==> config.mk <==
export PLATFORM = sky130hd
export DESIGN_NAME = rotary_encoder_event_queue_core
export DESIGN_NICKNAME = d
export VERILOG_FILES = /design/src/design/reeq_pkg.sv /design/src/design/reeq_debounce.sv /design/src/design/reeq_fifo.sv /design/src/design/rotary_encoder_event_queue_core.sv
export VERILOG_INCLUDE_DIRS = /design/src /design/src/design
export SDC_FILE = /design/constraint.sdc
export NUM_CORES = 1
export LEC_CHECK = 0
export BUFFER_PORTS_ARGS = -buffer_cell sky130_fd_sc_hd__buf_2
export CORE_MARGIN = 2
export CORE_UTILIZATION = 24
export CTS_CLUSTER_SIZE = 28
export DETAILED_ROUTE_END_ITERATION = 8
export PLACE_DENSITY = 0.49
export SYNTH_ARGS = -nofsm -noshare
export SYNTH_HDL_FRONTEND = slang
export SYNTH_SLANG_ARGS = --single-unit
==> constraint.sdc <==
create_clock -name clock -period 4.75 [get_ports clock]
set_clock_uncertainty 0.2 [all_clocks]
set_input_delay 0.7125 -clock clock [delete_from_list [all_inputs] [get_ports clock]]
set_output_delay 0.7125 -clock clock [all_outputs]
set_load 0.1 [all_outputs]
==> src/design/rotary_encoder_event_queue_core_defines.svh <==
// Assertion macros for the rotary encoder event queue core.
`ifndef ROTARY_ENCODER_EVENT_QUEUE_CORE_DEFINES_SVH
`define ROTARY_ENCODER_EVENT_QUEUE_CORE_DEFINES_SVH

// Same-cycle implication, disabled during reset.
`define REEQ_ASSERT_NOW(label, clk, rst, ante, cons, msg) \
   label: assert property (@(posedge clk) disable iff (rst) (ante) |-> (cons)) \
      else $error(msg);

// Next-cycle implication, disabled during reset.
`define REEQ_ASSERT_NEXT(label, clk, rst, ante, cons, msg) \
   label: assert property (@(posedge clk) disable iff (rst) (ante) |=> (cons)) \
      else $error(msg);

`endif

==> src/design/reeq_pkg.sv <==
// Shared types, codes and defaults for the rotary encoder event queue.
package reeq_pkg;

   localparam int QUEUE_DEPTH_DEFAULT = 16;
   localparam int TICK_W = 8;

   localparam logic [TICK_W-1:0] QUAD_DEBOUNCE_RESET   = 8'd5;
   localparam logic [TICK_W-1:0] BUTTON_DEBOUNCE_RESET = 8'd100;

   // request kind carried in tuser
   localparam logic FUNC_TICK = 1'b0;
   localparam logic FUNC_POP  = 1'b1;

   // configuration register indexes
   localparam logic CSR_QUAD_DEBOUNCE   = 1'b0;
   localparam logic CSR_BUTTON_DEBOUNCE = 1'b1;

   typedef logic [1:0] event_code_type;

   localparam event_code_type EV_NONE  = 2'd0;
   localparam event_code_type EV_CCW   = 2'd1;
   localparam event_code_type EV_CW    = 2'd2;
   localparam event_code_type EV_PRESS = 2'd3;

   // events raised by one tick, in push order ccw/cw first, press last
   typedef struct packed {
      logic ccw;
      logic cw;
      logic press;
   } event_req_type;

endpackage

==> src/design/reeq_debounce.sv <==
// Edge detection and debounce counters for encoder lines A, B and the button.
module reeq_debounce (
   input  logic                              clock,
   input  logic                              reset,
   input  logic                              tick_en,
   input  logic                              line_a,
   input  logic                              line_b,
   input  logic                              button_level,
   input  logic [reeq_pkg::TICK_W-1:0]       quad_ticks,
   input  logic [reeq_pkg::TICK_W-1:0]       button_ticks,
   output reeq_pkg::event_req_type           events
);

   logic                        last_a_ff, last_b_ff, last_btn_ff;
   logic [reeq_pkg::TICK_W-1:0] elapsed_a_ff, elapsed_b_ff, elapsed_btn_ff;
   logic [reeq_pkg::TICK_W-1:0] elapsed_a_in, elapsed_b_in, elapsed_btn_in;
   logic                        edge_a, edge_b, fall_btn;

   function automatic logic [reeq_pkg::TICK_W-1:0] sat_inc(
      input logic [reeq_pkg::TICK_W-1:0] v);
      return (v == '1) ? v : v + 1'b1;
   endfunction

   always_comb begin
      edge_a   = line_a != last_a_ff;
      edge_b   = line_b != last_b_ff;
      fall_btn = last_btn_ff && !button_level;

      // counters are compared as stored, before the restart
      events.ccw   = edge_a && (elapsed_a_ff > quad_ticks) && (line_a != line_b);
      events.cw    = edge_b && (elapsed_b_ff > quad_ticks) && (line_b != line_a);
      events.press = fall_btn && (elapsed_btn_ff > button_ticks);

      elapsed_a_in   = edge_a   ? '0 : sat_inc(elapsed_a_ff);
      elapsed_b_in   = edge_b   ? '0 : sat_inc(elapsed_b_ff);
      elapsed_btn_in = fall_btn ? '0 : sat_inc(elapsed_btn_ff);
   end

   always_ff @(posedge clock) begin
      if (reset) begin
         last_a_ff      <= 1'b1;
         last_b_ff      <= 1'b1;
         last_btn_ff    <= 1'b1;
         elapsed_a_ff   <= '0;
         elapsed_b_ff   <= '0;
         elapsed_btn_ff <= '0;
      end else if (tick_en) begin
         last_a_ff      <= line_a;
         last_b_ff      <= line_b;
         last_btn_ff    <= button_level;
         elapsed_a_ff   <= elapsed_a_in;
         elapsed_b_ff   <= elapsed_b_in;
         elapsed_btn_ff <= elapsed_btn_in;
      end
   end

endmodule

==> src/design/reeq_fifo.sv <==
// Event FIFO built from three interleaved lanes so one tick can push three events.
module reeq_fifo #(
   parameter int  QUEUE_DEPTH = reeq_pkg::QUEUE_DEPTH_DEFAULT,
   localparam int CNT_W       = $clog2(QUEUE_DEPTH + 1)
) (
   input  logic                          clock,
   input  logic                          reset,
   input  logic                          advance,
   input  logic                          push_en,
   input  logic                          pop_en,
   input  reeq_pkg::event_req_type       events,
   output logic [CNT_W-1:0]              count,
   output logic                          dropped,
   output reeq_pkg::event_code_type      event_code
);

   localparam int LANES     = 3;
   localparam int ROWS_RAW  = (QUEUE_DEPTH + LANES - 1) / LANES;
   localparam int BANK_ROWS = (ROWS_RAW < 2) ? 2 : ROWS_RAW;
   localparam int ROW_W     = $clog2(BANK_ROWS);

   logic [CNT_W-1:0]         count_ff, count_in;
   logic [ROW_W-1:0]         wr_row_ff, wr_row_in, rd_row_ff, rd_row_in;
   logic [1:0]               wr_lane_ff, wr_lane_in, rd_lane_ff, rd_lane_in;
   logic                     hit_ff;
   logic [1:0]               sel_lane_ff;
   reeq_pkg::event_code_type rd_code_ff [LANES];

   reeq_pkg::event_code_type ev_list [LANES];
   logic [1:0]               n_req, n_wr, wr_cnt;
   logic [CNT_W-1:0]         free_slots;
   logic                     too_many, pop_hit;
   logic [2:0]               wr_sum;

   logic [LANES-1:0]         bank_we;
   logic [ROW_W-1:0]         bank_row  [LANES];
   reeq_pkg::event_code_type bank_code [LANES];

   function automatic logic [ROW_W-1:0] row_inc(input logic [ROW_W-1:0] r);
      return (r == ROW_W'(BANK_ROWS - 1)) ? '0 : r + 1'b1;
   endfunction

   // position of lane g within a push group that starts at lane l
   function automatic logic [1:0] lane_dist(input logic [1:0] g, input logic [1:0] l);
      return (g >= l) ? g - l : g + 2'(LANES) - l;
   endfunction

   always_comb begin
      n_req = {1'b0, events.ccw} + {1'b0, events.cw} + {1'b0, events.press};

      // compacted push list in A, B, button order
      ev_list[0] = events.ccw ? reeq_pkg::EV_CCW
                 : (events.cw ? reeq_pkg::EV_CW : reeq_pkg::EV_PRESS);
      ev_list[1] = (events.ccw && events.cw) ? reeq_pkg::EV_CW : reeq_pkg::EV_PRESS;
      ev_list[2] = reeq_pkg::EV_PRESS;

      free_slots = CNT_W'(QUEUE_DEPTH) - count_ff;
      too_many   = CNT_W'(n_req) > free_slots;
      n_wr       = too_many ? free_slots[1:0] : n_req;
      dropped    = push_en && too_many;
      wr_cnt     = push_en ? n_wr : 2'd0;
      pop_hit    = pop_en && (count_ff != '0);

      count_in = count_ff + CNT_W'(wr_cnt) - CNT_W'(pop_hit);

      wr_sum = {1'b0, wr_lane_ff} + {1'b0, wr_cnt};
      if (wr_sum >= 3'(LANES)) begin
         wr_lane_in = 2'(wr_sum - 3'(LANES));
         wr_row_in  = row_inc(wr_row_ff);
      end else begin
         wr_lane_in = wr_sum[1:0];
         wr_row_in  = wr_row_ff;
      end

      rd_lane_in = rd_lane_ff;
      rd_row_in  = rd_row_ff;
      if (pop_hit) begin
         if (rd_lane_ff == 2'(LANES - 1)) begin
            rd_lane_in = '0;
            rd_row_in  = row_inc(rd_row_ff);
         end else begin
            rd_lane_in = rd_lane_ff + 1'b1;
         end
      end

      for (int g = 0; g < LANES; g++) begin
         bank_we[g]   = push_en && (lane_dist(2'(g), wr_lane_ff) < n_wr);
         bank_row[g]  = (2'(g) < wr_lane_ff) ? row_inc(wr_row_ff) : wr_row_ff;
         bank_code[g] = ev_list[lane_dist(2'(g), wr_lane_ff)];
      end
   end

   for (genvar g = 0; g < LANES; g++) begin : g_lane
      reeq_pkg::event_code_type lane_mem [BANK_ROWS];

      always_ff @(posedge clock) begin
         if (bank_we[g]) begin
            lane_mem[bank_row[g]] <= bank_code[g];
         end
         if (advance) begin
            rd_code_ff[g] <= lane_mem[rd_row_ff];
         end
      end
   end

   always_ff @(posedge clock) begin
      if (reset) begin
         count_ff   <= '0;
         wr_row_ff  <= '0;
         wr_lane_ff <= '0;
         rd_row_ff  <= '0;
         rd_lane_ff <= '0;
         hit_ff     <= 1'b0;
      end else if (advance) begin
         count_ff   <= count_in;
         wr_row_ff  <= wr_row_in;
         wr_lane_ff <= wr_lane_in;
         rd_row_ff  <= rd_row_in;
         rd_lane_ff <= rd_lane_in;
         hit_ff     <= pop_hit;
      end
   end

   always_ff @(posedge clock) begin
      if (advance) begin
         sel_lane_ff <= rd_lane_ff;
      end
   end

   assign count      = count_ff;
   assign event_code = hit_ff ? rd_code_ff[sel_lane_ff] : reeq_pkg::EV_NONE;

endmodule

==> src/design/rotary_encoder_event_queue_core.sv <==
// Rotary encoder event queue: one item per cycle while the response side
// accepts, through an input register, then a result register. Each request
// transaction is either a tick carrying pin samples (tuser low) or a pop of
// the oldest queued event (tuser high), and each yields exactly one response
// transaction. Debounce counters and queue pointers update together; up to
// three events from one tick are written at once into three interleaved lanes
// of max(2, ceil(QUEUE_DEPTH/3)) rows; the queue needs no clearing pass after reset.
// The user writes debounce thresholds through the csr port only while idle (not enforced).
`include "rotary_encoder_event_queue_core_defines.svh"

module rotary_encoder_event_queue_core #(
   parameter int QUEUE_DEPTH = reeq_pkg::QUEUE_DEPTH_DEFAULT
) (
   input  logic       clock,
   input  logic       reset,
   input  logic       req_tvalid,
   output logic       req_tready,
   input  logic [7:0] req_tdata,   // line_a, line_b, button_level, zero pad
   input  logic       req_tuser,   // func
   output logic       rsp_tvalid,
   input  logic       rsp_tready,
   output logic [7:0] rsp_tdata,   // event_code[1:0], pending[6:2], overflow[7]
   input  logic       csr_we,
   input  logic       csr_index,
   input  logic [7:0] csr_wdata
);

   localparam int CNT_W = $clog2(QUEUE_DEPTH + 1);

   logic [reeq_pkg::TICK_W-1:0] quad_ticks_ff, button_ticks_ff;
   logic                        in_valid_ff, in_valid_in;
   logic                        in_func_ff, in_a_ff, in_b_ff, in_btn_ff;
   logic                        rsp_valid_ff, rsp_valid_in;
   logic                        overflow_ff;

   logic                        adv, tick_en, pop_en;
   reeq_pkg::event_req_type     events;
   logic [CNT_W-1:0]            fifo_count;
   logic                        fifo_dropped;
   reeq_pkg::event_code_type    fifo_code;

   always_comb begin
      adv          = in_valid_ff && (!rsp_valid_ff || rsp_tready);
      req_tready   = !in_valid_ff || adv;
      tick_en      = adv && (in_func_ff == reeq_pkg::FUNC_TICK);
      pop_en       = adv && (in_func_ff == reeq_pkg::FUNC_POP);
      in_valid_in  = req_tready ? req_tvalid : in_valid_ff;
      rsp_valid_in = adv ? 1'b1 : (rsp_tready ? 1'b0 : rsp_valid_ff);
   end

   reeq_debounce u_debounce (
      .clock        (clock),
      .reset        (reset),
      .tick_en      (tick_en),
      .line_a       (in_a_ff),
      .line_b       (in_b_ff),
      .button_level (in_btn_ff),
      .quad_ticks   (quad_ticks_ff),
      .button_ticks (button_ticks_ff),
      .events       (events)
   );

   reeq_fifo #(
      .QUEUE_DEPTH (QUEUE_DEPTH)
   ) u_fifo (
      .clock      (clock),
      .reset      (reset),
      .advance    (adv),
      .push_en    (tick_en),
      .pop_en     (pop_en),
      .events     (events),
      .count      (fifo_count),
      .dropped    (fifo_dropped),
      .event_code (fifo_code)
   );

   always_ff @(posedge clock) begin
      if (reset) begin
         in_valid_ff     <= 1'b0;
         rsp_valid_ff    <= 1'b0;
         quad_ticks_ff   <= reeq_pkg::QUAD_DEBOUNCE_RESET;
         button_ticks_ff <= reeq_pkg::BUTTON_DEBOUNCE_RESET;
      end else begin
         in_valid_ff  <= in_valid_in;
         rsp_valid_ff <= rsp_valid_in;
         if (csr_we) begin
            case (csr_index)
               reeq_pkg::CSR_QUAD_DEBOUNCE:   quad_ticks_ff   <= csr_wdata;
               reeq_pkg::CSR_BUTTON_DEBOUNCE: button_ticks_ff <= csr_wdata;
               default: ;
            endcase
         end
      end
   end

   always_ff @(posedge clock) begin
      if (req_tvalid && req_tready) begin
         in_func_ff <= req_tuser;
         in_a_ff    <= req_tdata[0];
         in_b_ff    <= req_tdata[1];
         in_btn_ff  <= req_tdata[2];
      end
      if (adv) begin
         overflow_ff <= fifo_dropped;
      end
   end

   // queue count only moves when a new result is loaded, so it tracks the
   // result on display
   assign rsp_tvalid = rsp_valid_ff;
   assign rsp_tdata  = {overflow_ff, 5'(fifo_count), fifo_code};

   `REEQ_ASSERT_NOW(a_count_bound, clock, reset, 1'b1, fifo_count <= QUEUE_DEPTH, "queue count beyond depth")
   `REEQ_ASSERT_NEXT(a_drop_full, clock, reset, tick_en && fifo_dropped, fifo_count == QUEUE_DEPTH, "event dropped with room left")
   `REEQ_ASSERT_NEXT(a_pop_dec, clock, reset, pop_en && (fifo_count != '0), fifo_count == $past(fifo_count) - 1'b1, "pop did not remove one event")
   `REEQ_ASSERT_NOW(a_stall_chain, clock, reset, in_valid_ff && !req_tready, rsp_valid_ff && !rsp_tready, "input stalled without output backpressure")

endmodule

; Word-level counts from Yosys, hierarchy flattened
; Memories as Yosys holds them, arrays and structs flattened. A register that Yosys moved wholly into a read port is not among the register bits.
; Index checks and enable logic that the tools add are counted.
[totals]
ff_bits = 68
ram_bits = 42
inputBits = 23
output_inout_bits = 10
word_cells = 157
mem_count = 4
[classes]
n_addsub = 17
magnitude_cmp = 17
n_eq_ne = 13
muxes = 48
bitwise_logic = 5
n_reduce_logical = 31
[memory_table]
columns = memory, words, width, rd, rd_ports_with_merged_regs, wr, line_no
row1 = u_fifo.g_lane[0].lane_mem, 6, 2, 1, 1, 1, reeq_fifo.sv:94  ; reeq_pkg::event_code_type lane_mem [BANK_ROWS];
row2 = u_fifo.g_lane[1].lane_mem, 6, 2, 1, 1, 1, reeq_fifo.sv:94
row3 = u_fifo.g_lane[2].lane_mem, 6, 2, 1, 1, 1, reeq_fifo.sv:94
row4 = u_fifo.rd_code_ff, 3, 2, 1, 1, 3, reeq_fifo.sv:27  ; reeq_pkg::event_code_type rd_code_ff [LANES];
[ops]
columns = op, count
row1 = $mux W8, 6
row2 = $mux W3, 11
row3 = $mux W2, 16
row4 = $add A8 B1 Y8 const B, 3
row5 = $eq A8 B8 Y1 const B, 3
row6 = $gt A8 B8 Y1, 3
row7 = $logic_and A1 B1 Y1, 16
row8 = $reduce_and A2 Y1, 7
row9 = $bmux W2 S2, 3
row10 = $mux W1, 12
row11 = $ge A3 B3 Y1 const B, 3
row12 = $not A2 Y3, 3
row13 = $add A3 B1 Y3 const B, 2
row14 = $eq A3 B3 Y1 const B, 2
row15 = $lt A2 B2 Y1, 3
row16 = $ne A2 B1 Y1 const B, 3
row17 = $add A5 B2 Y5, 1
row18 = $gt A2 B5 Y1, 1
row19 = $reduce_bool A5 Y1, 1
row20 = $sub A5 B1 Y5, 1
row21 = $sub A5 B5 Y5 const A, 1
row22 = $ge A1 B2 Y1 const A, 2
row23 = $lt A1 B2 Y1 const A, 2
row24 = $ne A1 B1 Y1, 4
row25 = 16 further kinds, 22

; Logic depth before layout (Yosys ltp)
; Gate-level depths: netlist (run 1).
[depth]
word_depth = 11
mapped_depth = 26
mapped_depth_nobuf = 26

; Modules after synthesis
; Synthesis (run 1) repeated with hierarchy kept, for this count alone.
[hier_totals]
cells_unflattened = 645
area_unflattened_um2 = 6467.5
[modules_own_cells]
columns = mod, instances, cells_each, area_per_inst_um2, seq_area_each_um2
row1 = reeq_fifo, 1, 308, 3482.1, 1741.7
row2 = reeq_debounce, 1, 257, 2082.0, 540.5
row3 = rotary_encoder_event_queue_core, 1, 80, 903.4, 510.5

; Worst setup path after synthesis (run 1)
; Ideal clock, no wire load.
[synth_path]
path_kind = register to register
startpoint = reg quad_ticks_ff[1] (netlist bit)
endpoint = reg u_fifo.count_ff[4] (netlist: u_fifo.count[4])
setup_time_ps = 128
arrival_time_ps = 4835
required_ps = 4422
path_slack_ps = -412
path_stages_with_launch = 22
n_path_buf = 0
period_less_slack_ps = 5162
cell_sequence = dfxtp_1 > inv_1 > ha_1 > nor2b_1 > o211ai_1 > a21oi_1 > o31ai_1 > fa_1 > ha_1 > a21boi_0 > o221ai_1 > nor2_1 > a21oi_1 > or2_2 > ha_1 > fa_1 > nand2b_1 > a21oi_1 > o21ai_0 > a21oi_1 > xnor2_1 > nor2_1
[synth_between]
elab_chain_len = 10
elab_cells_between_ends = 13
classes_between = add/sub: 4 / order compare: 3 / mux: 2 / reduce/logical: 4
[synth_rtl]
columns = item, line_no
row1 = "start, declared", rotary_encoder_event_queue_core.sv:30  ; logic [reeq_pkg::TICK_W-1:0] quad_ticks_ff, button_ticks_ff;
row2 = "start signal, assigned", rotary_encoder_event_queue_core.sv:81  ; quad_ticks_ff <= reeq_pkg::QUAD_DEBOUNCE_RESET;
row3 = "start signal, assigned", rotary_encoder_event_queue_core.sv:88  ; reeq_pkg::CSR_QUAD_DEBOUNCE: quad_ticks_ff <= csr_wdata;
row4 = $gt A8 B8 Y1 (on tied branches), "reeq_debounce.sv:30, reeq_debounce.sv:31"
row5 = $logic_and A1 B1 Y1 (on tied branches) (2 in series), "reeq_debounce.sv:30, reeq_debounce.sv:31"
row6 = $add A1 B1 Y2 *, reeq_fifo.sv:49  ; n_req = {1'b0, events.ccw} + {1'b0, events.cw} + {1'b0, events.press};
row7 = $add A2 B1 Y2 *, reeq_fifo.sv:49
row8 = $gt A2 B5 Y1, reeq_fifo.sv:58  ; too_many = CNT_W'(n_req) > free_slots;
row9 = $mux W2 *, reeq_fifo.sv:59  ; n_wr = too_many ? free_slots[1:0] : n_req;
row10 = $mux W2 *, reeq_fifo.sv:61  ; wr_cnt = push_en ? n_wr : 2'd0;
row11 = $add A5 B2 Y5 *, reeq_fifo.sv:64  ; count_in = count_ff + CNT_W'(wr_cnt) - CNT_W'(pop_hit);
row12 = $sub A5 B1 Y5 *, reeq_fifo.sv:64
row13 = "end signal, assigned", reeq_fifo.sv:115  ; count_ff <= count_in;
row14 = "end, declared", reeq_fifo.sv:22  ; logic [CNT_W-1:0] count_ff, count_in;
; Every way passes the cells marked *; elsewhere a longest branch is shown, timed or not.
; A chain may end at the register's enable or synchronous reset.

; Worst setup path after layout (run 1)
[layout_path]
startpoint = reg quad_ticks_ff[5] (netlist bit)
endpoint = reg u_fifo.count_ff[4] (netlist: u_fifo.count[4])
; Same word-level chain as after synthesis.

==> results.md, run 1 <==
Floorplan:
- The full die area is 26700 um^2.
- The placeable core area is 25000 um^2.
- The I/O pin count is 33.
- For this configuration, the core starts out at a cell density of 24.3%.
- The die is 163 um wide.
- From bottom edge to top edge, the die measures 163 um.
- In this run the core area contains 58 standard-cell rows.

Routing:
- The per-cell routed wire length is 12.7 um.
- The remaining antenna violation count is 0.
- The first routing iteration left 225 violations.
- After detailed routing, the number of vias per cell comes to 4.33.
- The number of design rule violations left after detail routing is 0.
- The detailed-router iteration count before antenna repair is 4.
- The via count is 4485.
- The wire length after detailed routing is 13.2 mm.

Worst setup path:
- Of all nets on the critical path, the largest fanout is 4.
- The source of the critical timing path is quad_ticks_ff[5].
- Traced cell by cell, the critical path runs through inv_2, ha_4, a211oi_2, nor2_1, o31ai_4, fa_2, ha_4, a21boi_4, o221ai_4, nor2_4, a21oi_2, or2_4, ha_4, fa_2, nand2b_4, a21oi_2, or3_2, a21oi_2, xnor2_1, nor2_1.
- Together, buffers and inverters on the worst path number 1.
- The critical path in this run is classified as flip-flop to flip-flop.
- The worst register-to-register path begins at quad_ticks_ff[5].
- The worst path arrival time is 4720 ps.
- The family with the most delay on the worst path is adder cells.
- STA classifies the critical path startpoint as a flip-flop.
- The endpoint class of the critical path is a flip-flop.
- The slack of the worst reg-to-reg path is 140 ps.
- For the worst setup path, the data required time is 4860 ps.
- The slowest stage of the critical path is the sky130_fd_sc_hd__fa_2 cell.
- For this run, the slowest stage of the critical path takes 530 ps.

Logic synthesis:
- The share of flip-flops with an asynchronous set or reset after synthesis is 0%.
- The top cell type by area accounts for 24.2% of the synthesized area.
- The synthesized net count is 696.
- Counting every instance in the synthesized netlist gives 621.
- The number of flops mapped to enable cells by yosys is 49.
- The Yosys step of the flow raised 0 warnings.
- Sorting the synthesized cells by area gives the leading types as sky130_fd_sc_hd__edfxtp_1, sky130_fd_sc_hd__dfxtp_1, sky130_fd_sc_hd__ha_1.
- The share of the Yosys chip area taken by registers is 45.9%.
- Among all flip-flop cells after synthesis, the most frequent one is sky130_fd_sc_hd__dfxtp_1.
- The count of cell types in the netlist is 54.
- The mapped cell area is 6090 um^2.
- The synthesized design spends more area on one cell type than any other, namely sky130_fd_sc_hd__edfxtp_1.
- A synthesized cell averages 9.81 um^2.
- In this run, synthesis produced a sequential element count of 115.

GRT:
- The remaining global-route overflow is 0.
- The total global routing track utilization is 10.4%.
- The number of global-route vias before repair is 4344.
- The number of antenna violations at the first check in global routing is 0.
- The global-route wire length before repair is 21.9 mm.
- Entering global routing, the biggest net connects 30 pins.

Placed design:
- The final weighted congestion in routability-driven placement is 0.753.
- The HPWL after detailed placement is 9.58 mm.
- The total cell area at the placement stage is 6940 um^2.
- In this run the tool buffered the top-level ports with 27 buffer cells.

Power:
- The largest voltage drop on the vdd net is 0.239 mV.
- The analysis attributes to cell leakage a power of 2.98 nW.
- The switching power summed over all nets is 0.631 mW.
- The switching share of power is 24.4%.
- Cell internal power was estimated by the tool at 1.95 mW.
- For this design the ratio of total power to cell area is 333 nW/um^2.
- The post-layout total power is 2.58 mW.
- The share of power burned in the clock network is 49.7%.
- The proportion of power drawn by combinational gates is 9.0%.
- Sequential cells account for 41.3% of the total power.

CTS:
- The tree is rooted in a sky130_fd_sc_hd__clkbuf_16.
- The number of clock buffers inserted by TritonCTS is 17.
- For this design, the CTS-stage hold fixing added 0 buffers.
- The count of H-tree levels built during CTS is 4.
- Clock-pin slew was measured on the worst setup and hold paths at 60 ps.
- The insertion delay of the later-clocked pin in the worst-skew pair is 420 ps.
- CTS saw 115 sinks.
- The CTS tree is yes.
- The longest clock path from root to sink contains 2 buffers.

Final layout:
- At the end of the flow, the number of nets in the layout was 767.
- The share of cells above drive strength 1 is 24.1%.
- After filler insertion, the fill cell instance count of the layout stands at 2562.
- Measured on the finished design, the core utilization comes to 31.0%.
- Summing all non-filler instances in the final layout gives an area of 7760 um^2.
- 0 antenna diodes ended up in the layout.
- Compared with the post-synthesis result, the final layout area differs by 27.5%.

Timing:
- Setup repair after global routing could not meet its margin everywhere.
- The time the worst path needs with I/O delays and setup is 4610 ps.
- The slew at the pin closest to its max-slew limit is 778 ps.
- The achievable clock frequency is 0.217 GHz.
- After routing, the total negative slack on setup checks comes to 0 ps.
- The number of hold-slack violations in the final timing report is 0.
- The final critical-path share of the clock period is 97.1%.
- Setup violations remaining at the end of the flow were counted as 0.
- The count of pins over their slew limit came to 0.
- The remaining max-slew budget at the tightest pin is 48.1%.

Run status:
- The run finished with clean final reports.

Min path:
- The worst hold-check path type is flip-flop to flip-flop.
- The worst hold path begins at u_fifo.sel_lane_ff[1].

Flow run:
- Across the run, the number of max-cap violations was 0.
sequential cells by signal, summed over array words and instances, names as in the netlist, 2 cells and up, named ones only:
name / flops
button_ticks_ff: 8
quad_ticks_ff: 8
u_debounce.elapsed_a_ff: 8
u_debounce.elapsed_b_ff: 8
u_debounce.elapsed_btn_ff: 8
u_fifo.count: 5
u_fifo.g_lane.lane_mem: 36
u_fifo.rd_code_ff: 6
u_fifo.rd_lane_ff: 2
u_fifo.rd_row_ff: 3
u_fifo.sel_lane_ff: 2
u_fifo.wr_lane_ff: 2
u_fifo.wr_row_ff: 3
Yosys cell counts (9+ instances only):
cell type / count
sky130_fd_sc_hd__nor2_1: 76
sky130_fd_sc_hd__dfxtp_1: 66
sky130_fd_sc_hd__nand2_1: 66
sky130_fd_sc_hd__a21oi_1: 53
sky130_fd_sc_hd__edfxtp_1: 49
sky130_fd_sc_hd__ha_1: 49
sky130_fd_sc_hd__inv_1: 42
sky130_fd_sc_hd__nor3_1: 21
sky130_fd_sc_hd__xor2_1: 17
sky130_fd_sc_hd__nand4_1: 15
sky130_fd_sc_hd__clkbuf_1: 13
sky130_fd_sc_hd__mux2i_1: 13
sky130_fd_sc_hd__nor2b_1: 12
sky130_fd_sc_hd__nand2b_1: 11
sky130_fd_sc_hd__xnor2_1: 11
sky130_fd_sc_hd__nand3_1: 10
sky130_fd_sc_hd__o21ai_0: 9
power groups by stage:
stage / Clock [mW] / Combinational [mW] / Sequential, mW
floorplan: 0 / 0.134 / 1.11
global placement: 0 / 0.211 / 1.09
detailed placement: 0 / 0.212 / 1.09
CTS: 1.31 / 0.216 / 1.07
global route: 1.36 / 0.258 / 1.07
finish: 1.28 / 0.232 / 1.07
final timing paths:
path	end	cells after the start
min	flip-flop	2
min reg2reg	flip-flop	2
max reg2reg	u_fifo.count[4]	20
max	u_fifo.count[4]	20
layer usage:
layer | vias up | track usage, % | part of all wire (%)
li1 | 2324 | - | -
met1 | 2100 | 13.4 | 48
met2 | 48 | 17.0 | 48
met3 | 13 | 2.54 | 2.4
met4 | 0 | 3.74 | 1.6
met5 | - | 0 | 0
worst min-delay path, delay by kind of cell (launching register included):
kind	cells	cell delay, ps
AND/OR/NAND/NOR	2	100
flip-flops	1	320
final cells by class:
cell class / instances / area [um^2] / share of cell area (%)
Clock buffer: 20 / 468 / 6.03
Sequential cell: 115 / 2800 / 36.0
Tap cell: 330 / 413 / 5.32
Clock inverter: 12 / 129 / 1.66
Inverter: 43 / 164 / 2.11
Timing Repair Buffer: 72 / 477 / 6.14
Multi-Input combinational cell: 443 / 3320 / 42.7
logic make-up (layout without fill, tap and decap cells):
kind of cell	after synthesis	in the layout	share of synthesized area (%)
AND/OR/NAND/NOR	247	247	19.8
buffers and inverters	63	147	4.23
adder cells (fa/ha/maj)	52	52	11.1
XOR/XNOR	28	28	4.03
flip-flops	115	115	45.9
multiplexers	19	19	4.36
AO/OA/AOI/OAI	97	97	10.7
cell usage in the layout (no fill, tap or decap), types with 4 or more instances in the layout:
cell and count:
sky130_fd_sc_hd__clkbuf_16 18, sky130_fd_sc_hd__and2_1 6, sky130_fd_sc_hd__buf_2 27, sky130_fd_sc_hd__edfxtp_1 49, sky130_fd_sc_hd__mux2i_1 13, sky130_fd_sc_hd__nor3_1 21
sky130_fd_sc_hd__ha_4 10, sky130_fd_sc_hd__inv_2 5, sky130_fd_sc_hd__nor2b_1 9, sky130_fd_sc_hd__xnor2_1 11, sky130_fd_sc_hd__mux4_2 6, sky130_fd_sc_hd__nand2b_1 10
sky130_fd_sc_hd__nand3_1 9, sky130_fd_sc_hd__dfxtp_2 4, sky130_fd_sc_hd__inv_1 36, sky130_fd_sc_hd__dfxtp_1 62, sky130_fd_sc_hd__a21o_1 5, sky130_fd_sc_hd__buf_4 44
sky130_fd_sc_hd__a31oi_1 4, sky130_fd_sc_hd__nand2_1 65, sky130_fd_sc_hd__o21ai_0 6, sky130_fd_sc_hd__ha_1 38, sky130_fd_sc_hd__nand4_1 15, sky130_fd_sc_hd__and3_1 5
sky130_fd_sc_hd__a21oi_2 9, sky130_fd_sc_hd__nand3b_1 8, sky130_fd_sc_hd__nor2_1 74, sky130_fd_sc_hd__xor2_1 17, sky130_fd_sc_hd__o211ai_1 4, sky130_fd_sc_hd__a21oi_1 44
what timing repair did:
action / 4_1_cts / 5_1_grt
pin swaps: 7 / 24
setup buffers: 2 / 2
hold endpoints to repair: 0 / 0
cloned: 0 / 0
resized for setup: 5 / 37
endpoints found under the setup margin: 3 / 13
stage by stage:
stage,std cells,hold slack [ps],setup WS [ps]
floorplan,621,215,19.3
global placement,999,235,-25.7
detailed placement,999,239,-32.7
CTS,1033,257,23.2
global route,1035,263,-68.2
finish,1035,253,136
No activity file was read; power rests on OpenSTA's default activity.
==> inputs of run 2 (changes only) <==
RECOVER_POWER = 100   (was default)
==> run 2 against run 1 <==
  * Via count fell by 0.22%
  * Non-clock buffer count unchanged
  * Setup slack worse by 3.3 ps
  * Critical path type unchanged
==> results.md, run 2 (same netlist as run 1, synthesis figures left out) <==
Run status:
- The run finished with clean final reports.

Routing:
- The number of design-rule violations left by the first detailed-router iteration is 232.
- Before antenna repair, the detailed router went through 4 iterations.
- The per-cell routed wire length is 12.7 um.
- The remaining antenna violation count is 0.
- Using the TritonRoute via totals, the vias-per-cell ratio works out to 4.32.
- For this block, the via count after detailed routing is 4475.
- The number of design rule violations left after detail routing is 0.
- The wire length after detailed routing is 13.2 mm.

Final layout:
- The filler-free cell count of the finished design is 1035.
- The antenna diode count is 0.
- The share of the core filled with cells in the final layout is 30.9%.
- In the final layout, the share of cells above drive strength 1 is 22.6%.
- The library cells used most frequently in the layout, excluding fill and tap cells, are sky130_fd_sc_hd__nor2_1, sky130_fd_sc_hd__nand2_1, sky130_fd_sc_hd__dfxtp_1.
- The area growth from synthesis to layout is 26.9%.
- At the end of the flow, the number of nets in the layout was 767.
- The most common library cell in the layout ignoring fill and taps is sky130_fd_sc_hd__nor2_1.
- The register with the most flip-flops in the layout has 36 of them.

Worst setup path:
- The critical path ends at u_fifo.count[4].
- The source of the critical timing path is quad_ticks_ff[5].
- The depth of the most critical reg-to-reg path is 20.
- The worst reg2reg path startpoint is quad_ticks_ff[5].
- The worst flop-to-flop path endpoint is u_fifo.count[4].
- The critical path in this run is classified as flip-flop to flip-flop.
- STA classifies the critical path startpoint as a flip-flop.
- The required time of the worst setup path is 4860 ps.
- The slack of the worst reg-to-reg path is 130 ps.
- The endpoint class of the critical path is a flip-flop.
- Data arrives at the worst endpoint at 4730 ps.
- The worst-path maximum fanout is 4.

Min path:
- In this run the worst hold path is classified as flip-flop to flip-flop.

Placed design:
- At the end of routability-driven placement, the weighted congestion stood at 0.753.
- The count of buffers from port buffering is 27.
- After legalization and detailed placement, the total HPWL measured 9.58 mm.
- Once placement completed, the tool counted placed cells totaling 999.

Timing:
- Dividing the final minimum period by the clock period gives 97.2%.
- Setup violations remaining at the end of the flow were counted as 0.
- The slew at the pin closest to its max-slew limit is 1200 ps.
- The remaining max-slew budget at the tightest pin is 20.6%.
- Setup repair after global routing could not meet its margin everywhere.
- Derived from the worst setup path, the maximum achievable clock frequency is 0.217 GHz.
- After layout, the minimum clock period comes to 4620 ps.
- The number of hold-slack violations in the final timing report is 0.
- The count of pins over their slew limit was 0.
- The tightest hold path in the finished design has a slack of 253 ps.

Flow run:
- Across the run, the number of max-cap violations was 0.

CTS:
- The insertion delay of the later-clocked pin in the worst-skew pair is 420 ps.
- No sink is reached through more buffers than the 2 on the longest clock path.
- Clock tree synthesis selected as its root buffer the cell sky130_fd_sc_hd__clkbuf_16.
- The number of clock buffers inserted by TritonCTS is 17.
- The clock transition at the registers of the reported paths is 60 ps.
- Hold repair after CTS inserted 0 buffers.
- The tree built by TritonCTS fans out to 115 sinks.
- The CTS tree is yes.
- The count of H-tree levels built during CTS is 4.

Power:
- The power per cell area is 334 nW/um^2.
- The worst-case IR drop observed on VDD is 0.239 mV.
- For this design the static power due to leakage is 2.94 nW.

GRT:
- The total overflow left after global routing is 0.
- The number of antenna violations at the first check in global routing was 0.
- Global routing consumed, over all layers together, 10.4% of the routing resources.
- Entering global routing, the biggest net connects 30 pins.
- The number of global-route vias before repair is 4344.
- The global-route wire length before repair is 21.9 mm.

Floorplan:
- The initialized floorplan defines 58 standard-cell rows.
- In this run the count of I/O pins placed on the die edge is 33.
- In this run the horizontal extent of the chip is 163 um.
- The full die area is 26700 um^2.
- The placeable core area is 25000 um^2.
- The vertical die dimension is 163 um.
- Once the floorplan was initialized, standard cells occupied 24.3% of the core.
==> run 2: metrics by stage <==
step / worst slack, ps / area [um^2] / setup TNS [ps] / total power, mW
5_1_grt: -68.2 / 7720 / -286 / 2.69
3_3_place_gp: -25.7 / 6940 / -65.4 / 1.30
6_report: 133 / 7720 / 0 / 2.58
2_1_floorplan: 19.3 / 6180 / 0 / 1.24
4_1_cts: 23.2 / 7580 / 0 / 2.60
3_5_place_dp: -32.7 / 6940 / -32.7 / 1.30
==> run 2: repair_timing <==
item                                    CTS  global route
buffers inserted                          2             2
resized for setup                         5            37
pin swaps                                 7            24
endpoints found under the setup margin    3            13
==> run 2: final cells by class <==
| type | count | area (um^2) |
|---|---|---|
| clock buffers | 20 | 468 |
| multi-input cells | 443 | 3290 |
| repair buffers | 72 | 463 |
| clock inverters | 12 | 129 |
| fillers | 2572 | 17300 |
| well taps | 330 | 413 |
| inverters | 43 | 164 |
| flip-flops and latches | 115 | 2800 |
==> run 2: worst min-delay path by stage <==
stage | start | endpoint | depth (start not counted)
after global placement | u_fifo.sel_lane_ff[1] | flip-flop | 2
after global routing | req_tuser | in_func_ff | 1
after floorplan | u_fifo.sel_lane_ff[1] | flip-flop | 2
final | u_fifo.sel_lane_ff[1] | flip-flop | 2
after detailed placement | u_fifo.sel_lane_ff[1] | flip-flop | 2
after CTS | u_fifo.sel_lane_ff[1] | flip-flop | 2
==> run 2: power breakdown <==
part | total (mW) | switching [mW] | internal, mW
clock network | 1.28 | 0.467 | 0.816
logic | 0.229 | 0.145 | 0.0844
registers | 1.07 | 0.0176 | 1.05
==> run 2: metal layers <==
layer | vias to the layer above | global-route usage, % | wire [um] | part of all wire (%)
met5 | - | 0 | 0 | 0
met4 | 0 | 3.74 | 210 | 1.6
met3 | 13 | 2.54 | 328 | 2.5
met2 | 45 | 17.0 | 6260 | 48
met1 | 2095 | 13.4 | 6360 | 48
li1 | 2322 | - | - | -
==> run 2: worst max-delay path, cell delays in order (launching register included) <==
cell and delay [ps]:
sky130_fd_sc_hd__dfxtp_1 340, sky130_fd_sc_hd__inv_2 70, sky130_fd_sc_hd__ha_4 250, sky130_fd_sc_hd__a211oi_2 230, sky130_fd_sc_hd__nor2_1 100, sky130_fd_sc_hd__o31ai_4 330, sky130_fd_sc_hd__fa_2 530, sky130_fd_sc_hd__ha_4 270
sky130_fd_sc_hd__a21boi_4 160, sky130_fd_sc_hd__o221ai_4 150, sky130_fd_sc_hd__nor2_4 130, sky130_fd_sc_hd__a21oi_2 70, sky130_fd_sc_hd__or2_4 260, sky130_fd_sc_hd__ha_4 280, sky130_fd_sc_hd__fa_2 190, sky130_fd_sc_hd__nand2b_4 130
sky130_fd_sc_hd__a21oi_2 50, sky130_fd_sc_hd__or3_2 420, sky130_fd_sc_hd__a21oi_2 160, sky130_fd_sc_hd__xnor2_1 130, sky130_fd_sc_hd__nor2_1 50
